==> src/rtl/sbc_pkg.sv <==
`default_nettype none

package sbc_pkg;

    // Sample and counter widths.
    localparam int ADC_BITS   = 12;
    localparam int COUNT_BITS = 16;
    localparam int CFG_BITS   = 16;

    // Field widths of the item streams.
    localparam int OP_BITS      = 3;
    localparam int MODE_BITS    = 3;
    localparam int STEP_BITS    = 3;
    localparam int PHASE_BITS   = 2;
    localparam int CFG_IDX_BITS = 2;

    // Input data carries the three phase samples, padded to whole bytes.
    localparam int S_FIELD_BITS = 3 * ADC_BITS;
    localparam int S_TDATA_BITS = ((S_FIELD_BITS + 7) / 8) * 8;

    // Result item layout, packed from the lowest bit up.
    localparam int M_FIELD_BITS = MODE_BITS + STEP_BITS + 2 * PHASE_BITS + 3 + COUNT_BITS;
    localparam int M_TDATA_BITS = ((M_FIELD_BITS + 7) / 8) * 8;
    localparam int M_PAD_BITS   = M_TDATA_BITS - M_FIELD_BITS;

    // Sum of three samples and three times one sample both fit here.
    localparam int SUM_BITS = ADC_BITS + 3;

    // Operation codes.
    localparam logic [OP_BITS-1:0] OP_TICK  = 3'd0;
    localparam logic [OP_BITS-1:0] OP_IDLE  = 3'd1;
    localparam logic [OP_BITS-1:0] OP_ALIGN = 3'd2;
    localparam logic [OP_BITS-1:0] OP_RAMP  = 3'd3;
    localparam logic [OP_BITS-1:0] OP_FAULT = 3'd4;

    // Mode codes.
    localparam logic [MODE_BITS-1:0] MODE_IDLE   = 3'd0;
    localparam logic [MODE_BITS-1:0] MODE_ALIGN  = 3'd1;
    localparam logic [MODE_BITS-1:0] MODE_RAMP   = 3'd2;
    localparam logic [MODE_BITS-1:0] MODE_CLOSED = 3'd3;
    localparam logic [MODE_BITS-1:0] MODE_FAULT  = 3'd4;

    // Step numbers at either end of the sequence.
    localparam logic [STEP_BITS-1:0] STEP_FIRST = 3'd1;
    localparam logic [STEP_BITS-1:0] STEP_LAST  = 3'd6;

    // Phase codes.
    localparam logic [PHASE_BITS-1:0] PH_A = 2'd0;
    localparam logic [PHASE_BITS-1:0] PH_B = 2'd1;
    localparam logic [PHASE_BITS-1:0] PH_C = 2'd2;

    // Configuration register indexes.
    localparam logic [CFG_IDX_BITS-1:0] CFG_RAMP_START = 2'd0;
    localparam logic [CFG_IDX_BITS-1:0] CFG_RAMP_END   = 2'd1;
    localparam logic [CFG_IDX_BITS-1:0] CFG_STALL      = 2'd2;
    localparam logic [CFG_IDX_BITS-1:0] CFG_HANDOVER   = 2'd3;

    // Configuration reset values.
    localparam logic [CFG_BITS-1:0] RAMP_START_RST = 16'd200;
    localparam logic [CFG_BITS-1:0] RAMP_END_RST   = 16'd25;
    localparam logic [CFG_BITS-1:0] STALL_RST      = 16'd2000;
    localparam logic [CFG_BITS-1:0] HANDOVER_RST   = 16'd10;

    // One result item; the first member sits in the highest bits.
    typedef struct packed {
        logic [M_PAD_BITS-1:0] pad;
        logic                  stalled;
        logic [COUNT_BITS-1:0] step_period;
        logic                  commutated;
        logic                  bridge_enabled;
        logic [PHASE_BITS-1:0] ground_phase;
        logic [PHASE_BITS-1:0] pwm_phase;
        logic [STEP_BITS-1:0]  step;
        logic [MODE_BITS-1:0]  mode;
    } result_t;

    // Counter increment that holds at the top value.
    function automatic logic [COUNT_BITS-1:0] sat_inc(input logic [COUNT_BITS-1:0] v);
        logic [COUNT_BITS-1:0] r;
        r = (v == {COUNT_BITS{1'b1}}) ? v : COUNT_BITS'(v + 1'b1);
        return r;
    endfunction

    // High-side phase of each step.
    function automatic logic [PHASE_BITS-1:0] hi_of_step(input logic [STEP_BITS-1:0] s);
        logic [PHASE_BITS-1:0] r;
        unique case (s)
            3'd3, 3'd4: r = PH_B;
            3'd5, 3'd6: r = PH_C;
            default:    r = PH_A;
        endcase
        return r;
    endfunction

    // Low-side phase of each step.
    function automatic logic [PHASE_BITS-1:0] lo_of_step(input logic [STEP_BITS-1:0] s);
        logic [PHASE_BITS-1:0] r;
        unique case (s)
            3'd2, 3'd3: r = PH_C;
            3'd4, 3'd5: r = PH_A;
            default:    r = PH_B;
        endcase
        return r;
    endfunction

    // Phase left floating in each step.
    function automatic logic [PHASE_BITS-1:0] float_of_step(input logic [STEP_BITS-1:0] s);
        logic [PHASE_BITS-1:0] r;
        unique case (s)
            3'd1, 3'd4: r = PH_C;
            3'd2, 3'd5: r = PH_B;
            default:    r = PH_A;
        endcase
        return r;
    endfunction

endpackage

`default_nettype wire

==> src/rtl/sensorless_bldc_commutator.sv <==
// Channel   Direction  Handshake            Payload
// s_*       in         s_tvalid / s_tready  tuser operation, tdata phase samples
// m_*       out        m_tvalid / m_tready  tdata one result item
// cfg_*     in         cfg_valid/cfg_ready  cfg_index, cfg_data
//
// An accepted item waits in the input register while the step logic computes
// its result, which is then taken into the result register that drives m_tvalid.
// One item per cycle is sustained while the result side keeps taking items.
// Reset (rst_n low) returns the sequencer to idle at step one, clears all
// counters and loads the configuration registers with their default values.
// A stalled result holds the result register; an empty input register still
// takes one further item before s_tready drops. cfg_ready is always high.
`default_nettype none

module sensorless_bldc_commutator (
    input  logic                                clk,
    input  logic                                rst_n,
    input  logic                                s_tvalid,
    output logic                                s_tready,
    // phase_a_volts, phase_b_volts, phase_c_volts, zero padding
    input  logic [sbc_pkg::S_TDATA_BITS-1:0]    s_tdata,
    // operation
    input  logic [sbc_pkg::OP_BITS-1:0]         s_tuser,
    output logic                                m_tvalid,
    input  logic                                m_tready,
    // mode, step, pwm_phase, ground_phase, bridge_enabled, commutated,
    // step_period, stalled, zero padding
    output logic [sbc_pkg::M_TDATA_BITS-1:0]    m_tdata,
    input  logic                                cfg_valid,
    output logic                                cfg_ready,
    input  logic [sbc_pkg::CFG_IDX_BITS-1:0]    cfg_index,
    input  logic [sbc_pkg::CFG_BITS-1:0]        cfg_data
);

    localparam int AB = sbc_pkg::ADC_BITS;
    localparam int CB = sbc_pkg::COUNT_BITS;

    // Configuration registers.
    logic [sbc_pkg::CFG_BITS-1:0] ramp_start_reg, ramp_end_reg, stall_limit_reg, handover_reg;

    // Input register.
    logic                         in_vld_reg;
    logic [sbc_pkg::OP_BITS-1:0]  in_op_reg;
    logic [AB-1:0]                in_a_reg, in_b_reg, in_c_reg;

    // Sequencer state.
    logic [sbc_pkg::MODE_BITS-1:0] mode_reg, mode_next;
    logic [sbc_pkg::STEP_BITS-1:0] step_reg, step_next;
    logic [CB-1:0] ramp_ticks_reg, ramp_ticks_next;
    logic [CB-1:0] ramp_delay_reg, ramp_delay_next;
    logic [CB-1:0] stall_ticks_reg, stall_ticks_next;
    logic [CB-1:0] step_ticks_reg, step_ticks_next;
    logic [CB-1:0] last_period_reg, last_period_next;
    logic [CB-1:0] blank_ticks_reg, blank_ticks_next;

    // Result register.
    logic               out_vld_reg;
    sbc_pkg::result_t   out_reg, out_next;

    // Step logic helpers.
    logic                             s_fire, proc_fire;
    logic                             com, stl;
    logic [sbc_pkg::STEP_BITS-1:0]    step_adv;
    logic [CB-1:0]                    ramp_inc, stall_inc, count_inc;
    logic [CB-1:0]                    quarter_ramp, quarter_closed;
    logic [sbc_pkg::PHASE_BITS-1:0]   float_ph;
    logic [AB-1:0]                    fv;
    logic [sbc_pkg::SUM_BITS-1:0]     volt_sum, fv_x3;
    logic                             crossing;

    assign s_fire    = s_tvalid && s_tready;
    assign proc_fire = in_vld_reg && (!out_vld_reg || m_tready);
    assign s_tready  = !in_vld_reg || proc_fire;
    assign cfg_ready = 1'b1;
    assign m_tvalid  = out_vld_reg;
    assign m_tdata   = out_reg;

    // Configuration writes.
    always_ff @(posedge clk or negedge rst_n)
    begin
        if (!rst_n)
        begin
            ramp_start_reg  <= sbc_pkg::RAMP_START_RST;
            ramp_end_reg    <= sbc_pkg::RAMP_END_RST;
            stall_limit_reg <= sbc_pkg::STALL_RST;
            handover_reg    <= sbc_pkg::HANDOVER_RST;
        end
        else if (cfg_valid)
        begin
            unique case (cfg_index)
                sbc_pkg::CFG_RAMP_START: ramp_start_reg  <= cfg_data;
                sbc_pkg::CFG_RAMP_END:   ramp_end_reg    <= cfg_data;
                sbc_pkg::CFG_STALL:      stall_limit_reg <= cfg_data;
                sbc_pkg::CFG_HANDOVER:   handover_reg    <= cfg_data;
            endcase
        end
    end

    // Input register: holds one item until the step logic takes it.
    always_ff @(posedge clk or negedge rst_n)
    begin
        if (!rst_n)
        begin
            in_vld_reg <= 1'b0;
        end
        else if (s_fire)
        begin
            in_vld_reg <= 1'b1;
        end
        else if (proc_fire)
        begin
            in_vld_reg <= 1'b0;
        end
    end

    always_ff @(posedge clk)
    begin
        if (s_fire)
        begin
            in_op_reg <= s_tuser;
            in_a_reg  <= s_tdata[AB-1:0];
            in_b_reg  <= s_tdata[2*AB-1:AB];
            in_c_reg  <= s_tdata[3*AB-1:2*AB];
        end
    end

    // Crossing test against the virtual neutral. The floating phase lies
    // below floor(sum/3) exactly when 3*fv+3 <= sum, above it when 3*fv > sum.
    assign float_ph = sbc_pkg::float_of_step(step_reg);
    always_comb
    begin
        unique case (float_ph)
            sbc_pkg::PH_B: fv = in_b_reg;
            sbc_pkg::PH_C: fv = in_c_reg;
            default:       fv = in_a_reg;
        endcase
    end
    assign volt_sum = sbc_pkg::SUM_BITS'(in_a_reg) + sbc_pkg::SUM_BITS'(in_b_reg)
                    + sbc_pkg::SUM_BITS'(in_c_reg);
    assign fv_x3    = (sbc_pkg::SUM_BITS'(fv) << 1) + sbc_pkg::SUM_BITS'(fv);
    assign crossing = step_reg[0] ? (sbc_pkg::SUM_BITS'(fv_x3 + 3'd3) <= volt_sum)
                                  : (fv_x3 > volt_sum);

    // Next step, saturated counter increments and quarter-period blanking values.
    assign step_adv       = (step_reg >= sbc_pkg::STEP_LAST) ? sbc_pkg::STEP_FIRST
                                                             : step_reg + 1'b1;
    assign ramp_inc       = sbc_pkg::sat_inc(ramp_ticks_reg);
    assign stall_inc      = sbc_pkg::sat_inc(stall_ticks_reg);
    assign count_inc      = sbc_pkg::sat_inc(step_ticks_reg);
    assign quarter_ramp   = (step_ticks_reg[CB-1:2] == '0) ? CB'(1) : (step_ticks_reg >> 2);
    assign quarter_closed = (count_inc[CB-1:2] == '0) ? CB'(1) : (count_inc >> 2);

    // Sequencer step for one item.
    always_comb
    begin
        mode_next        = mode_reg;
        step_next        = step_reg;
        ramp_ticks_next  = ramp_ticks_reg;
        ramp_delay_next  = ramp_delay_reg;
        stall_ticks_next = stall_ticks_reg;
        step_ticks_next  = step_ticks_reg;
        last_period_next = last_period_reg;
        blank_ticks_next = blank_ticks_reg;
        com              = 1'b0;
        stl              = 1'b0;
        unique case (in_op_reg)
            sbc_pkg::OP_IDLE:  mode_next = sbc_pkg::MODE_IDLE;
            sbc_pkg::OP_ALIGN: mode_next = sbc_pkg::MODE_ALIGN;
            sbc_pkg::OP_FAULT: mode_next = sbc_pkg::MODE_FAULT;
            sbc_pkg::OP_RAMP:
            begin
                mode_next        = sbc_pkg::MODE_RAMP;
                ramp_ticks_next  = '0;
                step_ticks_next  = '0;
                stall_ticks_next = '0;
                ramp_delay_next  = ramp_start_reg;
            end
            sbc_pkg::OP_TICK:
            begin
                if (mode_reg == sbc_pkg::MODE_RAMP)
                begin
                    // Blind commutation once the delay has run out.
                    if (ramp_inc >= ramp_delay_reg)
                    begin
                        com              = 1'b1;
                        ramp_ticks_next  = '0;
                        last_period_next = step_ticks_reg;
                        step_ticks_next  = '0;
                        step_next        = step_adv;
                        stall_ticks_next = '0;
                        if (ramp_delay_reg > ramp_end_reg)
                        begin
                            ramp_delay_next  = ramp_delay_reg - 1'b1;
                            blank_ticks_next = quarter_ramp;
                        end
                        else
                        begin
                            mode_next        = sbc_pkg::MODE_CLOSED;
                            blank_ticks_next = handover_reg;
                        end
                    end
                    else
                    begin
                        ramp_ticks_next = ramp_inc;
                    end
                end
                else if (mode_reg == sbc_pkg::MODE_CLOSED)
                begin
                    step_ticks_next = count_inc;
                    if (stall_inc > stall_limit_reg)
                    begin
                        mode_next        = sbc_pkg::MODE_IDLE;
                        stall_ticks_next = '0;
                        stl              = 1'b1;
                    end
                    else if (blank_ticks_reg != '0)
                    begin
                        stall_ticks_next = stall_inc;
                        blank_ticks_next = blank_ticks_reg - 1'b1;
                    end
                    else if (crossing)
                    begin
                        com              = 1'b1;
                        last_period_next = count_inc;
                        step_ticks_next  = '0;
                        step_next        = step_adv;
                        stall_ticks_next = '0;
                        blank_ticks_next = quarter_closed;
                    end
                    else
                    begin
                        stall_ticks_next = stall_inc;
                    end
                end
            end
            default:
            begin
                // Unused operation codes leave the state alone.
            end
        endcase
    end

    // Result item from the updated state.
    always_comb
    begin
        out_next                = '0;
        out_next.mode           = mode_next;
        out_next.step           = step_next;
        out_next.pwm_phase      = sbc_pkg::hi_of_step(step_next);
        out_next.ground_phase   = sbc_pkg::lo_of_step(step_next);
        out_next.bridge_enabled = (mode_next == sbc_pkg::MODE_ALIGN)
                               || (mode_next == sbc_pkg::MODE_RAMP)
                               || (mode_next == sbc_pkg::MODE_CLOSED);
        out_next.commutated     = com;
        out_next.step_period    = last_period_next;
        out_next.stalled        = stl;
    end

    // State update, one item per processing cycle.
    always_ff @(posedge clk or negedge rst_n)
    begin
        if (!rst_n)
        begin
            mode_reg        <= sbc_pkg::MODE_IDLE;
            step_reg        <= sbc_pkg::STEP_FIRST;
            ramp_ticks_reg  <= '0;
            ramp_delay_reg  <= '0;
            stall_ticks_reg <= '0;
            step_ticks_reg  <= '0;
            last_period_reg <= '0;
            blank_ticks_reg <= '0;
        end
        else if (proc_fire)
        begin
            mode_reg        <= mode_next;
            step_reg        <= step_next;
            ramp_ticks_reg  <= ramp_ticks_next;
            ramp_delay_reg  <= ramp_delay_next;
            stall_ticks_reg <= stall_ticks_next;
            step_ticks_reg  <= step_ticks_next;
            last_period_reg <= last_period_next;
            blank_ticks_reg <= blank_ticks_next;
        end
    end

    // Result register.
    always_ff @(posedge clk or negedge rst_n)
    begin
        if (!rst_n)
        begin
            out_vld_reg <= 1'b0;
        end
        else if (proc_fire)
        begin
            out_vld_reg <= 1'b1;
        end
        else if (m_tready)
        begin
            out_vld_reg <= 1'b0;
        end
    end

    always_ff @(posedge clk)
    begin
        if (proc_fire)
        begin
            out_reg <= out_next;
        end
    end

endmodule

`default_nettype wire

==> config.mk <==
export PLATFORM = sky130hd
export DESIGN_NAME = sensorless_bldc_commutator
export DESIGN_NICKNAME = d
export VERILOG_FILES = /design/src/rtl/sbc_pkg.sv /design/src/rtl/sensorless_bldc_commutator.sv
export SDC_FILE = /design/constraint.sdc
export NUM_CORES = 1
export LEC_CHECK = 0
export BUFFER_PORTS_ARGS = -buffer_cell sky130_fd_sc_hd__buf_4
export CORE_ASPECT_RATIO = 1.2
export CORE_MARGIN = 2
export CORE_UTILIZATION = 50
export DETAILED_ROUTE_END_ITERATION = 6
export PLACE_DENSITY = 0.74
export SLEW_MARGIN = 20
export SYNTH_ARGS = -nofsm -noshare
export SYNTH_HDL_FRONTEND = slang
export SYNTH_SLANG_ARGS = --single-unit
==> constraint.sdc <==
create_clock -name clk -period 8.3 [get_ports clk]
set_clock_uncertainty 0.05 [all_clocks]
set_input_delay 1.66 -clock clk [delete_from_list [all_inputs] [get_ports clk]]
set_output_delay 1.66 -clock clk [all_outputs]
set_load 0.005 [all_outputs]
==> run_results.csv <==
group,metric,value,unit
run_status,outcome,"finished, final reports clean",
drt,drtPass1Iterations,5,
sta,final_max_slew_viol_count,0,
logic_synthesis,syn_inst,1591,
worst_setup_path,path_class,"flop to flop",
sta,setup_violations,0,
logic_synthesis,syn_area,15300,sq um
worst_setup_path,critPathMaxFanout,19,
drt,post_drt_wl_per_cell,18.6,um
clock_network,cts_sinks,236,
logic_synthesis,avgSynthCellArea,9.63,sq um
floorplan,die_y,196,um
cells_and_area,fin_util,57.2,%
placed_design,hpwl,28200,um
floorplan,die_w,164,um
logic_synthesis,ys_warn_count,0,
cells_and_area,drive_gt1_share,16.3,%
floorplan,core_area,30300,sq um
worst_setup_path,timing.rr.start,"step_reg[0]",
global_routing,antenna_found_initial,0,
floorplan,dieArea,32100,sq um
logic_synthesis,synth-seq-area-share,40.9,%
sta,min_period,7.66,ns
drt,postRouteAntennaNets,0,
drt,drt_iter0_markers,918,
logic_synthesis,ys_ff_latch,236,
logic_synthesis,ys_dominant_reg_cell,"dfrtp_1",
sta,max_freq,0.131,GHz
clock_network,clockRootBuffer,"clkbuf_16",
clock_network,clock_latency,0.56,ns
worst_setup_path,cp.required,8.71,ns
logic_synthesis,synth_top_area_cell,"dfrtp_1",
worst_setup_path,cp-end-kind,"flop",
cells_and_area,fill_cells,2621,
clock_network,clk_path_buf_depth,3,
min_path,hold_path_end,"last_period_reg[9]",
sta,tightestPinTransition,1.06,ns
logic_synthesis,synth_cell_types,89,
logic_synthesis,synthDominantCellAreaShare,25.0,%
min_path,min_path_cells,2,
sta,tns,0,ns
global_routing,overflow,0,
drt,vias,12300,
clock_network,cts_buffers,27,
logic_synthesis,synthArstFlopShare,71.2,%
floorplan,ioPinCount,101,
placed_design,globalplace.congestion,0.906,
power,peakVddDrop,0.000176,V
power,power.density,213,nW/um^2
logic_synthesis,netlist_top_cells_area,"dfrtp_1 (25%), edfxtp_1 (13%), ha_1 (9.1%)",
drt,drt-total-wl,38800,um
global_routing,grt_max_degree,97,
cells_and_area,largest_reg_flops,29,
floorplan,initial_utilization,50.6,%
worst_setup_path,cp.arrival,8.07,ns
power,leakage,0.00761,uW
cells_and_area,syn2layout_area_growth,13.0,%
sta,rsz0062_at_grt,"no",
drt,drc,0,
worst_setup_path,r2r-end,"last_period_reg[8]",
global_routing,grt_pass1_wl,62200,um
worst_setup_path,crit_path_start_kind,"flop",
flow_run,cap_viol_max_count,0,
cells_and_area,nets,1856,
min_path,worstHoldStart,"last_period_reg[9]",
global_routing,grt_pass1_vias,12000,
worst_setup_path,rrSetupSlack,0.64,ns
placed_design,portBuffers,92,
sta,fin_crit_sh,92.3,%
drt,via_per_inst,5.93,
logic_synthesis,synth_edf_count,68,
floorplan,std_cell_rows,70,
clock_network,cts_tree,"built",
sta,hold_viol,0,
sta,max_slew_margin,29.1,%
clock_network,cts_setup_buffers,0,
min_path,hold_path_class,"flop to flop",
global_routing,gr-usage-all-layers,24.1,%
worst_setup_path,r2r_cells,26,
clock_network,clk_pin_slew,0.06,ns
clock_network,cts_htree_levels,1,
## synthesized netlist by cell type, types with 4 or more instances
cell type,n
a211o_1,4
o21ai_1,5
fa_1,14
and2_1,10
or2_2,4
nand2b_1,18
nor3_1,32
nand4_1,24
buf_4,6
o2bb2ai_1,4
o31ai_1,7
nand3b_1,9
a21oi_1,86
dfstp_2,15
dfrtp_1,153
and3_1,21
o21bai_1,9
nand2_1,157
o21ai_0,133
o211ai_1,9
xnor2_1,48
a22oi_1,26
a2111oi_0,4
a21boi_0,5
nor2b_1,13
xor2_1,19
mux2i_1,30
buf_2,8
nand3_1,67
and4_1,6
nor4_1,13
a31oi_1,12
ha_1,112
o22ai_1,6
a211oi_1,7
edfxtp_1,68
inv_1,88
mux2_2,71
nor2_1,93
a21o_1,28
o21a_1,10
clkbuf_1,54
a22o_1,18
## routing by layer
| layer | vias up | part of all wire [%] | global-route usage, % |
|---|---|---|---|
| met5 | - | 0 | 0 |
| met4 | 0 | 2.9 | 7.73 |
| met3 | 80 | 4.9 | 3.07 |
| met2 | 387 | 49 | 41.3 |
| met1 | 5970 | 43 | 31.5 |
| li1 | 5903 | - | - |
## metrics by stage
| step | setup slack (ns) | hold slack [ns] | cells | area [sq um] | total power [uW] |
|---|---|---|---|---|---|
| 3_5_place_dp | 0.354 | 0.422 | 2030 | 16400 | 2460 |
| 4_1_cts | 0.343 | 0.445 | 2080 | 17300 | 3690 |
| 6_report | 0.639 | 0.440 | 2082 | 17300 | 3680 |
| 3_3_place_gp | 0.732 | 0.413 | 2030 | 16400 | 2420 |
| 5_1_grt | 0.127 | 0.464 | 2081 | 17300 | 3880 |
| 2_1_floorplan | 1.46 | 0.400 | 1593 | 15300 | 2160 |
## where the power goes
part | switching (uW) | leakage [uW] | internal [uW] | total (uW)
registers | 108 | 0.00280 | 1340 | 1440
logic | 569 | 0.00438 | 448 | 1020
clock network | 509 | 0.000429 | 712 | 1220
## final cells by class
cell class	count	area, sq um	area share [%]
Antenna cell	1	2.50	0.0144
Clock buffer	36	723	4.18
Clock inverter	14	174	1.00
Inverter	91	342	1.97
Multi-Input combinational cell	1194	8450	48.8
Sequential cell	236	6260	36.2
Tap cell	396	495	2.86
Timing Repair Buffer	114	867	5.01
## placed cells by master, fill, tap and decap left out, drive strengths merged, types with 71 or more instances in the layout
cell type and count:
nor2 93, o21ai 140, dfrtp 153, a21oi 87, ha 112, nand2 157, mux2 71, buf 114
inv 90
## worst max-delay path by stage
stage | from | end | cells past startpoint | slack, ns
5_1_grt | step_reg[0] | last_period_reg[8] | 26 | 0.13
4_1_cts | step_reg[0] | last_period_reg[8] | 25 | 0.34
3_3_place_gp | step_reg[0] | last_period_reg[8] | 25 | 0.73
2_1_floorplan | step_reg[0] | m_tdata[7] | 28 | 1.46
3_5_place_dp | step_reg[0] | last_period_reg[8] | 25 | 0.35
6_report | step_reg[0] | last_period_reg[8] | 26 | 0.64
## cell families (layout without fill, tap and decap cells)
group           after synthesis  after routing  share of synthesized area, %
compound gates              404            404                          17.0
xor+xnor                     67             67                          3.83
fa+ha+maj                   127            127                          11.0
buf+inv                     163            255                          4.30
flops                       236            236                          40.9
mux                         101            101                          7.18
other cells                   2              5                        0.0490
simple gates                491            491                          15.7
## critical path, stage by stage, from the launching register on
cell and delay [ns]:
dfstp_2 0.62, clkinv_1 0.26, ha_1 0.32, mux2_2 0.30, ha_2 0.43, buf_4 0.24, o21ai_0 0.17, ha_1 0.48
o211ai_1 0.18, o21ai_2 0.25, o221ai_1 0.18, a311oi_2 0.55, nand3_2 0.20, and2b_1 0.24, xnor2_1 0.13, ha_1 0.28
nand3_1 0.15, a21oi_1 0.05, a2111oi_0 0.40, o41ai_1 0.16, a21oi_1 0.23, o31ai_4 0.15, a2111oi_4 0.49, buf_4 0.35
and2_1 0.29, a22oi_1 0.15, o21ai_0 0.25
## repair_timing
item / in CTS / in global routing
hold buffers: 0 / 0
gates resized for setup: 0 / 2
setup endpoints to repair: 0 / 24
Note: power is estimated with default switching activity, not from simulation.
